File: src/rtl/core/crops_pkg.sv
// Package with types, constants, the ratio table and the control store of the selector.
`default_nettype none
package crops_pkg;

	localparam int FREQ_W    = 22;
	localparam int BUS_W     = 16;
	localparam int RATIO_W   = 6;
	localparam int KEEP_W    = 4;
	localparam int CODE_W    = 3;
	localparam int CW_W      = 13;
	localparam int MODE_W    = 2;
	localparam int CNT_W     = 4;
	localparam int PC_W      = 4;
	localparam int CFG_IDX_W = 2;
	localparam int CFG_DAT_W = 16;
	localparam int IN_W      = 48;
	localparam int OUT_W     = 112;

	localparam logic [BUS_W-1:0]   BUS_FREQ_RST  = 16'd10000;
	localparam logic [RATIO_W-1:0] MAX_RATIO_RST = 6'd60;
	localparam logic [KEEP_W-1:0]  KEEP_RST      = 4'd0;

	localparam logic [RATIO_W-1:0] MIN_RATIO = 6'd20;

	// Code 6 is the 6.0x ratio, code 4 the 2.0x ratio.
	localparam logic [CODE_W-1:0] RESET_CODE  = 3'd6;
	localparam logic [CODE_W-1:0] PSAVE_START = 3'd6;
	localparam logic [CODE_W-1:0] PERF_START  = 3'd4;

	localparam logic [MODE_W-1:0] MODE_POWERSAVE   = 2'd0;
	localparam logic [MODE_W-1:0] MODE_PERFORMANCE = 2'd1;

	localparam logic [CFG_IDX_W-1:0] REG_BUS_FREQ  = 2'd0;
	localparam logic [CFG_IDX_W-1:0] REG_MAX_RATIO = 2'd1;
	localparam logic [CFG_IDX_W-1:0] REG_KEEP_BITS = 2'd2;

	// Bits 12, 10 and 9 of an applied control word are always set.
	localparam logic [CW_W-1:0] CW_FIXED = 13'h1600;

	// Control store addresses.
	localparam logic [PC_W-1:0] UC_IDLE       = 4'd0;
	localparam logic [PC_W-1:0] UC_MUL_LOW    = 4'd1;
	localparam logic [PC_W-1:0] UC_CLAMP_LOW  = 4'd2;
	localparam logic [PC_W-1:0] UC_CLAMP_HIGH = 4'd3;
	localparam logic [PC_W-1:0] UC_ORDER      = 4'd4;
	localparam logic [PC_W-1:0] UC_SCAN_MUL   = 4'd5;
	localparam logic [PC_W-1:0] UC_SCAN_EVAL  = 4'd6;
	localparam logic [PC_W-1:0] UC_CHECK      = 4'd7;
	localparam logic [PC_W-1:0] UC_RAISE      = 4'd8;
	localparam logic [PC_W-1:0] UC_DECIDE     = 4'd9;
	localparam logic [PC_W-1:0] UC_OLD        = 4'd10;
	localparam logic [PC_W-1:0] UC_EMIT       = 4'd11;

	typedef enum logic [2:0] {
		MUL_MIN,
		MUL_MAX,
		MUL_IDX,
		MUL_CUR,
		MUL_SEL,
		MUL_NSEL
	} mul_sel_t;

	typedef enum logic [3:0] {
		OP_NONE,
		OP_CLAMP_LOW,
		OP_CLAMP_HIGH,
		OP_ORDER,
		OP_SCAN,
		OP_RAISE,
		OP_DECIDE,
		OP_OLD,
		OP_EMIT
	} op_t;

	typedef enum logic [2:0] {
		J_NEXT,
		J_WAIT_IN,
		J_LOOP,
		J_SKIP,
		J_GOTO,
		J_EMIT
	} jmp_t;

	typedef struct packed {
		mul_sel_t         mul_sel;
		op_t              op;
		jmp_t             jmp;
		logic [PC_W-1:0]  target;
	} uword_t;

	typedef struct packed {
		mul_sel_t mul_sel;
		op_t      op;
	} ctrl_t;

	typedef struct packed {
		logic idx_more;
		logic fit_found;
		logic out_busy;
	} stat_t;

	typedef struct packed {
		logic [BUS_W-1:0]   bus_freq;
		logic [RATIO_W-1:0] max_ratio;
		logic [KEEP_W-1:0]  keep_bits;
	} cfg_t;

	typedef struct packed {
		logic [1:0]        pad;
		logic [MODE_W-1:0] policy_mode;
		logic [FREQ_W-1:0] req_max;
		logic [FREQ_W-1:0] req_min;
	} in_item_t;

	typedef struct packed {
		logic [5:0]        pad;
		logic              ratio_error;
		logic [CW_W-1:0]   control_word;
		logic [FREQ_W-1:0] new_freq;
		logic [FREQ_W-1:0] old_freq;
		logic [CODE_W-1:0] ratio_code;
		logic              applied;
		logic [FREQ_W-1:0] adj_max;
		logic [FREQ_W-1:0] adj_min;
	} out_item_t;

	// Clock ratio times ten for each code.
	function automatic logic [RATIO_W-1:0] ratio_of(input logic [CODE_W-1:0] code);
		case (code)
			3'd0:    ratio_of = 6'd45;
			3'd1:    ratio_of = 6'd50;
			3'd2:    ratio_of = 6'd40;
			3'd3:    ratio_of = 6'd55;
			3'd4:    ratio_of = 6'd20;
			3'd5:    ratio_of = 6'd30;
			3'd6:    ratio_of = 6'd60;
			3'd7:    ratio_of = 6'd35;
			default: ratio_of = 6'd60;
		endcase
	endfunction

	// Microprogram. The scan pass takes two steps per table entry: one to
	// form the product, one to evaluate it.
	function automatic uword_t ucode(input logic [PC_W-1:0] pc);
		case (pc)
			UC_IDLE:       ucode = '{MUL_MIN,  OP_NONE,       J_WAIT_IN, UC_IDLE};
			UC_MUL_LOW:    ucode = '{MUL_MIN,  OP_NONE,       J_NEXT,    UC_IDLE};
			UC_CLAMP_LOW:  ucode = '{MUL_MAX,  OP_CLAMP_LOW,  J_NEXT,    UC_IDLE};
			UC_CLAMP_HIGH: ucode = '{MUL_MAX,  OP_CLAMP_HIGH, J_NEXT,    UC_IDLE};
			UC_ORDER:      ucode = '{MUL_IDX,  OP_ORDER,      J_NEXT,    UC_IDLE};
			UC_SCAN_MUL:   ucode = '{MUL_IDX,  OP_NONE,       J_NEXT,    UC_IDLE};
			UC_SCAN_EVAL:  ucode = '{MUL_IDX,  OP_SCAN,       J_LOOP,    UC_SCAN_MUL};
			UC_CHECK:      ucode = '{MUL_NSEL, OP_NONE,       J_SKIP,    UC_DECIDE};
			UC_RAISE:      ucode = '{MUL_IDX,  OP_RAISE,      J_GOTO,    UC_SCAN_MUL};
			UC_DECIDE:     ucode = '{MUL_CUR,  OP_DECIDE,     J_NEXT,    UC_IDLE};
			UC_OLD:        ucode = '{MUL_SEL,  OP_OLD,        J_NEXT,    UC_IDLE};
			UC_EMIT:       ucode = '{MUL_SEL,  OP_EMIT,       J_EMIT,    UC_EMIT};
			default:       ucode = '{MUL_MIN,  OP_NONE,       J_GOTO,    UC_IDLE};
		endcase
	endfunction

endpackage
`default_nettype wire

File: src/rtl/core/crops_seq.sv
// Microcode sequencer: step counter, control store lookup and jump logic.
`default_nettype none
module crops_seq (
	input  wire logic            clk,
	input  wire logic            arst_n,
	input  wire logic            in_valid,
	input  wire crops_pkg::stat_t stat,
	output crops_pkg::ctrl_t     ctrl,
	output logic                 idle
);

	logic [crops_pkg::PC_W-1:0] pc_q;
	logic [crops_pkg::PC_W-1:0] pc_d;
	logic [crops_pkg::PC_W-1:0] pc_inc;
	crops_pkg::uword_t          uw;

	assign uw     = crops_pkg::ucode(pc_q);
	assign pc_inc = pc_q + crops_pkg::PC_W'(1);
	assign idle   = (pc_q == crops_pkg::UC_IDLE);

	always_comb begin
		ctrl.mul_sel = uw.mul_sel;
		ctrl.op      = uw.op;
	end

	always_comb begin
		case (uw.jmp)
			crops_pkg::J_NEXT:    pc_d = pc_inc;
			crops_pkg::J_WAIT_IN: pc_d = in_valid ? pc_inc : uw.target;
			crops_pkg::J_LOOP:    pc_d = stat.idx_more ? uw.target : pc_inc;
			crops_pkg::J_SKIP:    pc_d = stat.fit_found ? uw.target : pc_inc;
			crops_pkg::J_GOTO:    pc_d = uw.target;
			crops_pkg::J_EMIT:    pc_d = stat.out_busy ? uw.target : crops_pkg::UC_IDLE;
			default:              pc_d = crops_pkg::UC_IDLE;
		endcase
	end

	always_ff @(posedge clk or negedge arst_n) begin
		if (!arst_n) begin
			pc_q <= crops_pkg::UC_IDLE;
		end else begin
			pc_q <= pc_d;
		end
	end

endmodule
`default_nettype wire

File: src/rtl/core/crops_dp.sv
// Datapath: window registers, shared multiplier, scan accumulators and output register.
`default_nettype none
module crops_dp (
	input  wire logic                       clk,
	input  wire logic                       arst_n,
	input  wire crops_pkg::ctrl_t           ctrl,
	input  wire crops_pkg::cfg_t            cfg,
	input  wire logic                       in_fire,
	input  wire logic [crops_pkg::IN_W-1:0] in_data,
	input  wire logic                       m_ready,
	output crops_pkg::stat_t                stat,
	output logic                            m_valid,
	output logic [crops_pkg::OUT_W-1:0]     m_data
);

	crops_pkg::in_item_t  in_item;
	crops_pkg::out_item_t out_d;
	crops_pkg::out_item_t out_q;

	logic [crops_pkg::FREQ_W-1:0]  lo_q, hi_q, prod_q, old_q, prod_d;
	logic [crops_pkg::MODE_W-1:0]  mode_q;
	logic [crops_pkg::CODE_W-1:0]  idx_q, last_q, psel_q, fsel_q, nsel_q, sel_q, cur_q;
	logic [crops_pkg::CNT_W-1:0]   cnt_q;
	logic                          redo_q, applied_q, err_q, m_valid_q;
	logic [crops_pkg::RATIO_W-1:0] opnd, r_idx;
	logic [crops_pkg::CODE_W-1:0]  dec_sel;
	logic                          dec_app, dec_err;
	logic                          bus_nz, fit, ge_lo, out_busy, emit_fire, scan_init;

	assign in_item = crops_pkg::in_item_t'(in_data);
	assign bus_nz  = |cfg.bus_freq;

	// Shared multiplier operand.
	always_comb begin
		case (ctrl.mul_sel)
			crops_pkg::MUL_MIN:  opnd = crops_pkg::MIN_RATIO;
			crops_pkg::MUL_MAX:  opnd = cfg.max_ratio;
			crops_pkg::MUL_IDX:  opnd = crops_pkg::ratio_of(idx_q);
			crops_pkg::MUL_CUR:  opnd = crops_pkg::ratio_of(cur_q);
			crops_pkg::MUL_SEL:  opnd = crops_pkg::ratio_of(sel_q);
			crops_pkg::MUL_NSEL: opnd = crops_pkg::ratio_of(nsel_q);
			default:             opnd = crops_pkg::MIN_RATIO;
		endcase
	end

	assign prod_d = crops_pkg::FREQ_W'(cfg.bus_freq) * crops_pkg::FREQ_W'(opnd);

	assign r_idx     = crops_pkg::ratio_of(idx_q);
	assign fit       = (lo_q <= prod_q) && (hi_q >= prod_q);
	assign ge_lo     = (prod_q >= lo_q);
	assign scan_init = (ctrl.op == crops_pkg::OP_ORDER) || (ctrl.op == crops_pkg::OP_RAISE);
	assign out_busy  = m_valid_q && !m_ready;
	assign emit_fire = (ctrl.op == crops_pkg::OP_EMIT) && !out_busy;

	assign stat.idx_more  = (idx_q != {crops_pkg::CODE_W{1'b1}});
	assign stat.fit_found = (cnt_q != '0) || !bus_nz || redo_q;
	assign stat.out_busy  = out_busy;

	// Selection rule: a single fit wins regardless of mode.
	always_comb begin
		dec_sel = cur_q;
		dec_app = 1'b0;
		dec_err = 1'b0;
		if (cnt_q == crops_pkg::CNT_W'(1)) begin
			dec_sel = last_q;
			dec_app = 1'b1;
		end else begin
			case (mode_q)
				crops_pkg::MODE_POWERSAVE: begin
					dec_sel = psel_q;
					dec_app = 1'b1;
					dec_err = crops_pkg::ratio_of(psel_q) > cfg.max_ratio;
				end
				crops_pkg::MODE_PERFORMANCE: begin
					dec_sel = fsel_q;
					dec_app = 1'b1;
					dec_err = crops_pkg::ratio_of(fsel_q) > cfg.max_ratio;
				end
				default: begin
					dec_sel = cur_q;
				end
			endcase
		end
	end

	always_comb begin
		out_d              = '0;
		out_d.adj_min      = lo_q;
		out_d.adj_max      = hi_q;
		out_d.applied      = applied_q;
		out_d.ratio_code   = sel_q;
		out_d.old_freq     = old_q;
		out_d.new_freq     = prod_q;
		out_d.control_word = applied_q ?
			(crops_pkg::CW_FIXED | {5'b0, sel_q, 1'b0, cfg.keep_bits}) : '0;
		out_d.ratio_error  = err_q;
	end

	always_ff @(posedge clk) begin
		prod_q <= prod_d;
		if (in_fire) begin
			lo_q   <= in_item.req_min;
			hi_q   <= in_item.req_max;
			mode_q <= in_item.policy_mode;
			redo_q <= 1'b0;
		end
		case (ctrl.op)
			crops_pkg::OP_CLAMP_LOW: begin
				if (bus_nz) begin
					if (lo_q < prod_q) lo_q <= prod_q;
					if (hi_q < prod_q) hi_q <= prod_q;
				end
			end
			crops_pkg::OP_CLAMP_HIGH: begin
				if (bus_nz) begin
					if (lo_q > prod_q) lo_q <= prod_q;
					if (hi_q > prod_q) hi_q <= prod_q;
				end
			end
			crops_pkg::OP_ORDER: begin
				if (bus_nz && (lo_q > hi_q)) lo_q <= hi_q;
			end
			crops_pkg::OP_SCAN: begin
				if (fit) begin
					cnt_q  <= cnt_q + crops_pkg::CNT_W'(1);
					last_q <= idx_q;
					if (r_idx < crops_pkg::ratio_of(psel_q)) psel_q <= idx_q;
					if (r_idx > crops_pkg::ratio_of(fsel_q)) fsel_q <= idx_q;
				end
				if (ge_lo && (r_idx < crops_pkg::ratio_of(nsel_q))) nsel_q <= idx_q;
				idx_q <= idx_q + crops_pkg::CODE_W'(1);
			end
			crops_pkg::OP_RAISE: begin
				hi_q   <= prod_q;
				redo_q <= 1'b1;
			end
			crops_pkg::OP_DECIDE: begin
				sel_q     <= dec_sel;
				applied_q <= dec_app;
				err_q     <= dec_err;
			end
			crops_pkg::OP_OLD: begin
				old_q <= prod_q;
			end
			crops_pkg::OP_EMIT: begin
				if (!out_busy) out_q <= out_d;
			end
			default: begin
			end
		endcase
		if (scan_init) begin
			idx_q  <= '0;
			cnt_q  <= '0;
			last_q <= crops_pkg::PERF_START;
			psel_q <= crops_pkg::PSAVE_START;
			fsel_q <= crops_pkg::PERF_START;
			nsel_q <= crops_pkg::PSAVE_START;
		end
	end

	always_ff @(posedge clk or negedge arst_n) begin
		if (!arst_n) begin
			m_valid_q <= 1'b0;
			cur_q     <= crops_pkg::RESET_CODE;
		end else begin
			if (emit_fire) begin
				m_valid_q <= 1'b1;
				cur_q     <= sel_q;
			end else if (m_ready) begin
				m_valid_q <= 1'b0;
			end
		end
	end

	assign m_valid = m_valid_q;
	assign m_data  = out_q;

endmodule
`default_nettype wire

File: src/rtl/core/clock_ratio_operating_point_select_unit.sv
// Top level of the clock ratio operating point selector.
//
// Requests arrive on the s_axis channel, one transaction per request carrying a
// frequency window and a policy mode. Each request yields exactly one result
// transaction on the m_axis channel with the adjusted window, the selected
// ratio code, the old and new frequency and the clock port control word.
// Settings are written through the cfg channel, which is always ready; write
// it only while the block is idle with no result outstanding.
// A microcoded sequencer steps through a twelve-word program; all products go
// through one shared 16x6 multiplier whose result is registered. Each of the
// eight table entries is scanned by forming its product and then evaluating
// it; when no entry fits the clamped window, the maximum is raised and the
// table is scanned again before the result is produced.
// One request is in flight at a time: s_axis_tready is high only at the first
// step, reached again at the edge that loads the output register, so the next
// request is accepted only after the result of the last one has been loaded.
// When the receiver stalls, the result waits in the output register while the
// next request is processed; the sequencer then holds in its last step.
// Reset sets bus_freq to 10000, max_ratio to 60, the kept control bits to zero
// and the current code to the 6.0x ratio, and leaves the output channel empty.
`default_nettype none
module clock_ratio_operating_point_select_unit (
	input  wire logic                             clk,
	input  wire logic                             arst_n,
	input  wire logic                             s_axis_tvalid,
	output logic                                  s_axis_tready,
	// Fields from bit 0 up: req_min[21:0], req_max[43:22], policy_mode[45:44],
	// zero padding [47:46].
	input  wire logic [crops_pkg::IN_W-1:0]       s_axis_tdata,
	output logic                                  m_axis_tvalid,
	input  wire logic                             m_axis_tready,
	// Fields from bit 0 up: adj_min[21:0], adj_max[43:22], applied[44],
	// ratio_code[47:45], old_freq[69:48], new_freq[91:70], control_word[104:92],
	// ratio_error[105], zero padding [111:106].
	output logic [crops_pkg::OUT_W-1:0]           m_axis_tdata,
	input  wire logic                             cfg_valid,
	output logic                                  cfg_ready,
	input  wire logic [crops_pkg::CFG_IDX_W-1:0]  cfg_index,
	input  wire logic [crops_pkg::CFG_DAT_W-1:0]  cfg_data
);

	crops_pkg::cfg_t  cfg_q;
	crops_pkg::ctrl_t ctrl;
	crops_pkg::stat_t stat;
	logic             idle;
	logic             in_fire;

	assign cfg_ready     = 1'b1;
	assign s_axis_tready = idle;
	assign in_fire       = s_axis_tvalid && idle;

	// Settings registers; writes to an index past the list are dropped.
	always_ff @(posedge clk or negedge arst_n) begin
		if (!arst_n) begin
			cfg_q.bus_freq  <= crops_pkg::BUS_FREQ_RST;
			cfg_q.max_ratio <= crops_pkg::MAX_RATIO_RST;
			cfg_q.keep_bits <= crops_pkg::KEEP_RST;
		end else if (cfg_valid) begin
			case (cfg_index)
				crops_pkg::REG_BUS_FREQ:  cfg_q.bus_freq  <= cfg_data;
				crops_pkg::REG_MAX_RATIO: cfg_q.max_ratio <= cfg_data[crops_pkg::RATIO_W-1:0];
				crops_pkg::REG_KEEP_BITS: cfg_q.keep_bits <= cfg_data[crops_pkg::KEEP_W-1:0];
				default: begin
				end
			endcase
		end
	end

	// The sequencer owns control flow; the datapath reports loop, fit and stall status.
	crops_seq u_seq (
		.clk      (clk),
		.arst_n   (arst_n),
		.in_valid (s_axis_tvalid),
		.stat     (stat),
		.ctrl     (ctrl),
		.idle     (idle)
	);

	crops_dp u_dp (
		.clk     (clk),
		.arst_n  (arst_n),
		.ctrl    (ctrl),
		.cfg     (cfg_q),
		.in_fire (in_fire),
		.in_data (s_axis_tdata),
		.m_ready (m_axis_tready),
		.stat    (stat),
		.m_valid (m_axis_tvalid),
		.m_data  (m_axis_tdata)
	);

endmodule
`default_nettype wire

File: config.mk
export PLATFORM = sky130hd
export DESIGN_NAME = clock_ratio_operating_point_select_unit
export DESIGN_NICKNAME = d
export VERILOG_FILES = /design/src/rtl/core/crops_pkg.sv /design/src/rtl/core/crops_seq.sv /design/src/rtl/core/crops_dp.sv /design/src/rtl/core/clock_ratio_operating_point_select_unit.sv
export SDC_FILE = /design/constraint.sdc
export NUM_CORES = 1
export LEC_CHECK = 0
export BUFFER_PORTS_ARGS = -buffer_cell sky130_fd_sc_hd__buf_2
export CAP_MARGIN = 20
export CORE_ASPECT_RATIO = 0.7
export CORE_MARGIN = 2
export CORE_UTILIZATION = 55
export CTS_CLUSTER_DIAMETER = 120
export CTS_CLUSTER_SIZE = 40
export DETAILED_ROUTE_END_ITERATION = 8
export GPL_TIMING_DRIVEN = 1
export PLACE_DENSITY = 0.81
export SLEW_MARGIN = 20
export SYNTH_ARGS = -nofsm -noshare
export SYNTH_HDL_FRONTEND = slang
export SYNTH_SLANG_ARGS = --single-unit
File: constraint.sdc
create_clock -name clk -period 16.6 [get_ports clk]
set_input_delay 3.32 -clock clk [delete_from_list [all_inputs] [get_ports clk]]
set_output_delay 3.32 -clock clk [all_outputs]
set_load 0.02 [all_outputs]
==> reports/results.ini <==
[sta]
hold_violations = 0
period_needed_ns = 7.33
fin_tns_setup_ns = 0
tightest_slew_ns = 1.14
maxSlewViolCount = 0
finClkSkew_ns = 0.0205
slew-limit-headroom_pct = 23.3
setup_viol = 0
rsz0062_at_grt = no
min_period_over_period_pct = 44.2
max_freq_ghz = 0.136

[cells_and_area]
final.fill_count = 2362
utilization_pct = 61.7
seq_area_um2 = 7060
area_growth_pct = 9.28
layout-drive-gt1-share_pct = 17.6
finish.instance_area_um2 = 18000
fin_nets = 1924
final-instance-count-excl-fill = 2027
multi_input_area_um2 = 8540

[floorplan]
die_h_um = 149
start_util_pct = 56.5
rows = 52
die_x_um = 211
boundaryPins = 186
core_area_um2 = 29100
die_area_um2 = 31400

[route]
wirelength_um = 39200
first_pass_iters = 9
ant_nets = 0
first_iter_violations = 1110
wl_per_cell_um = 19.3
avgViaCountPerCell = 5.81
drcViolationCount = 13
vias = 11775

[global_route]
gr-total-overflow = 0
grt_pass1_vias = 11563
antenna_found_initial = 0
grt_first_pass_wirelength_um = 61600
grt_use_total_pct = 24.9
grt_max_degree = 53

[synth]
seq_area_frac_synth_pct = 42.9
synth_seq_cells = 279
netlist_instances = 1485
yosysWarningCount = 0
avgSynthCellArea_um2 = 11.1
yosysTopAreaCell = edfxtp_1
synth_top_area_share_pct = 23.5
syn_area_um2 = 16500
synth_ff_type = edfxtp_1
ys_async_sr_fraction_pct = 12.2
synth_common_cells = 172 x inv_1, 152 x ha_1, 129 x edfxtp_1
yosysUniqueCellTypes = 90
synth_edf_count = 129
netlist_top_cells_area = edfxtp_1 24%, dfxtp_1 14%, ha_1 12%, fa_1 6.9%, mux2i_1 6.7%
yosysMostFrequentCell = inv_1

[clock_tree]
clock-sinks = 279
cts.htree.levels = 1
cts_setup_buffers = 0
ctsLongestPathBuffers = 3
hold_buffers = 0
clk_latency_ns = 0.51
cts_tree = done
numCtsBuffers = 10
cts_resized = 0
clk_pin_slew_ns = 0.15
clock-root-buffer = clkbuf_16

[min_path]
hold_class = reg2reg

[setup_path]
critPathRequiredTime_ns = 17.04
worstPathMaxFanout = 16
arrival_ns = 7.78
end_kind = flop
path_class = reg2reg
start_kind = flop

[job]
drv_cap = 0

[placed_design]
dp_hpwl_um = 29900
gp_congestion = 0.916
dp_cells = 2010
io_buffers = 173
placed_area_um2 = 17700

[outcome]
violations = design-rule violations
outcome = finished with violations

[cell families after synthesis]
group                      after synthesis  synth area share, %
xor gates and xnor gates                21                 1.12
and+or+nand+nor                        361                 12.2
adders and majority gates              209                 18.5
DFF                                    279                 42.9
other                                    2               0.0456
buffers and inverters                  221                 5.69
AOI/OAI and AO/OA                      242                 10.0
muxes                                  150                 9.55
[state kept, by name, indices dropped and copies added, names as in the netlist, 4 cells and up, named ones only]
signal       count
u_dp.m_data    100
cfg_q           26
u_dp.hi_q       22
u_dp.lo_q       22
u_dp.old_q      22
u_dp.prod_q     22
u_dp.r_idx       6
u_dp.cnt_q       4
u_seq.pc_q       4
[path summary, 6_finish.rpt]
kind / cells after the start / end / slack [ns] / startpoint
max in group asynchronous: 1 / u_dp.m_valid / 13.15 / arst_n
max: 24 / u_dp.prod_q[21] / 9.27 / u_seq.pc_q[1]
min reg2reg: 0 / u_dp.m_data[59] / 0.43 / u_dp.old_q[11]
max reg2reg: 24 / u_dp.prod_q[21] / 9.27 / u_seq.pc_q[1]
min in group asynchronous: 1 / cfg_q[1] / 2.90 / arst_n
min: 0 / u_dp.m_data[59] / 0.43 / u_dp.old_q[11]
[final cells by class]
| class | count | share of cell area [%] |
|---|---|---|
| antenna | 1 | 0.0139 |
| clock buffer | 16 | 1.63 |
| inverter | 174 | 3.63 |
| multi-input combinational | 993 | 47.5 |
| sequential | 279 | 39.3 |
| tap | 378 | 2.63 |
| timing repair buffer | 186 | 5.36 |
[worst max-delay path, stage by stage (launching register included)]
cell       delay, ns
dfrtp_1         0.56
ha_1            0.36
ha_1            0.29
nor2b_4         0.16
a21oi_1         0.13
a2bb2oi_1       0.16
a211oi_1        0.14
a222oi_1        0.60
o31ai_1         0.20
a21oi_2         0.65
and2b_1         0.28
fa_1            0.48
fa_1            0.50
inv_1           0.05
fa_1            0.53
inv_1           0.04
ha_1            0.36
a21o_1          0.19
a21o_1          0.18
a21o_1          0.18
a311oi_1        0.43
o21ai_0         0.23
a31o_2          0.27
a21oi_1         0.17
xnor2_1         0.13
[stage by stage]
stage / hold slack [ns] / worst slack, ns
6_report: 0.434 / 9.27
5_1_grt: 0.444 / 8.86
4_1_cts: 0.437 / 9.35
3_5_place_dp: 0.405 / 9.41
3_3_place_gp: 0.402 / 9.58
2_1_floorplan: 0.400 / 4.65
[cell usage in the layout (no fill, tap or decap), drive strengths merged, types with 16 or more instances in the layout]
cell type  count
a21o          16
a21oi         53
a22oi         24
and2b         22
buf          186
clkbuf        16
dfrtp         23
dfxtp        116
edfxtp       129
fa            57
ha           152
inv          174
mux2          37
mux2i        113
nand2         82
nand2b        22
nand4         17
nor2          58
nor2b         83
o21ai         68
xnor2         17
[metal layers]
metal,routed length [um],track usage (%)
met3,3380,3.92
met4,679,5.07
met2,17200,38.1
met5,0,0
met1,18000,37.7
Power is not shown: default switching activity piles up to over one toggle a cycle in this logic, so the estimate is an artifact.
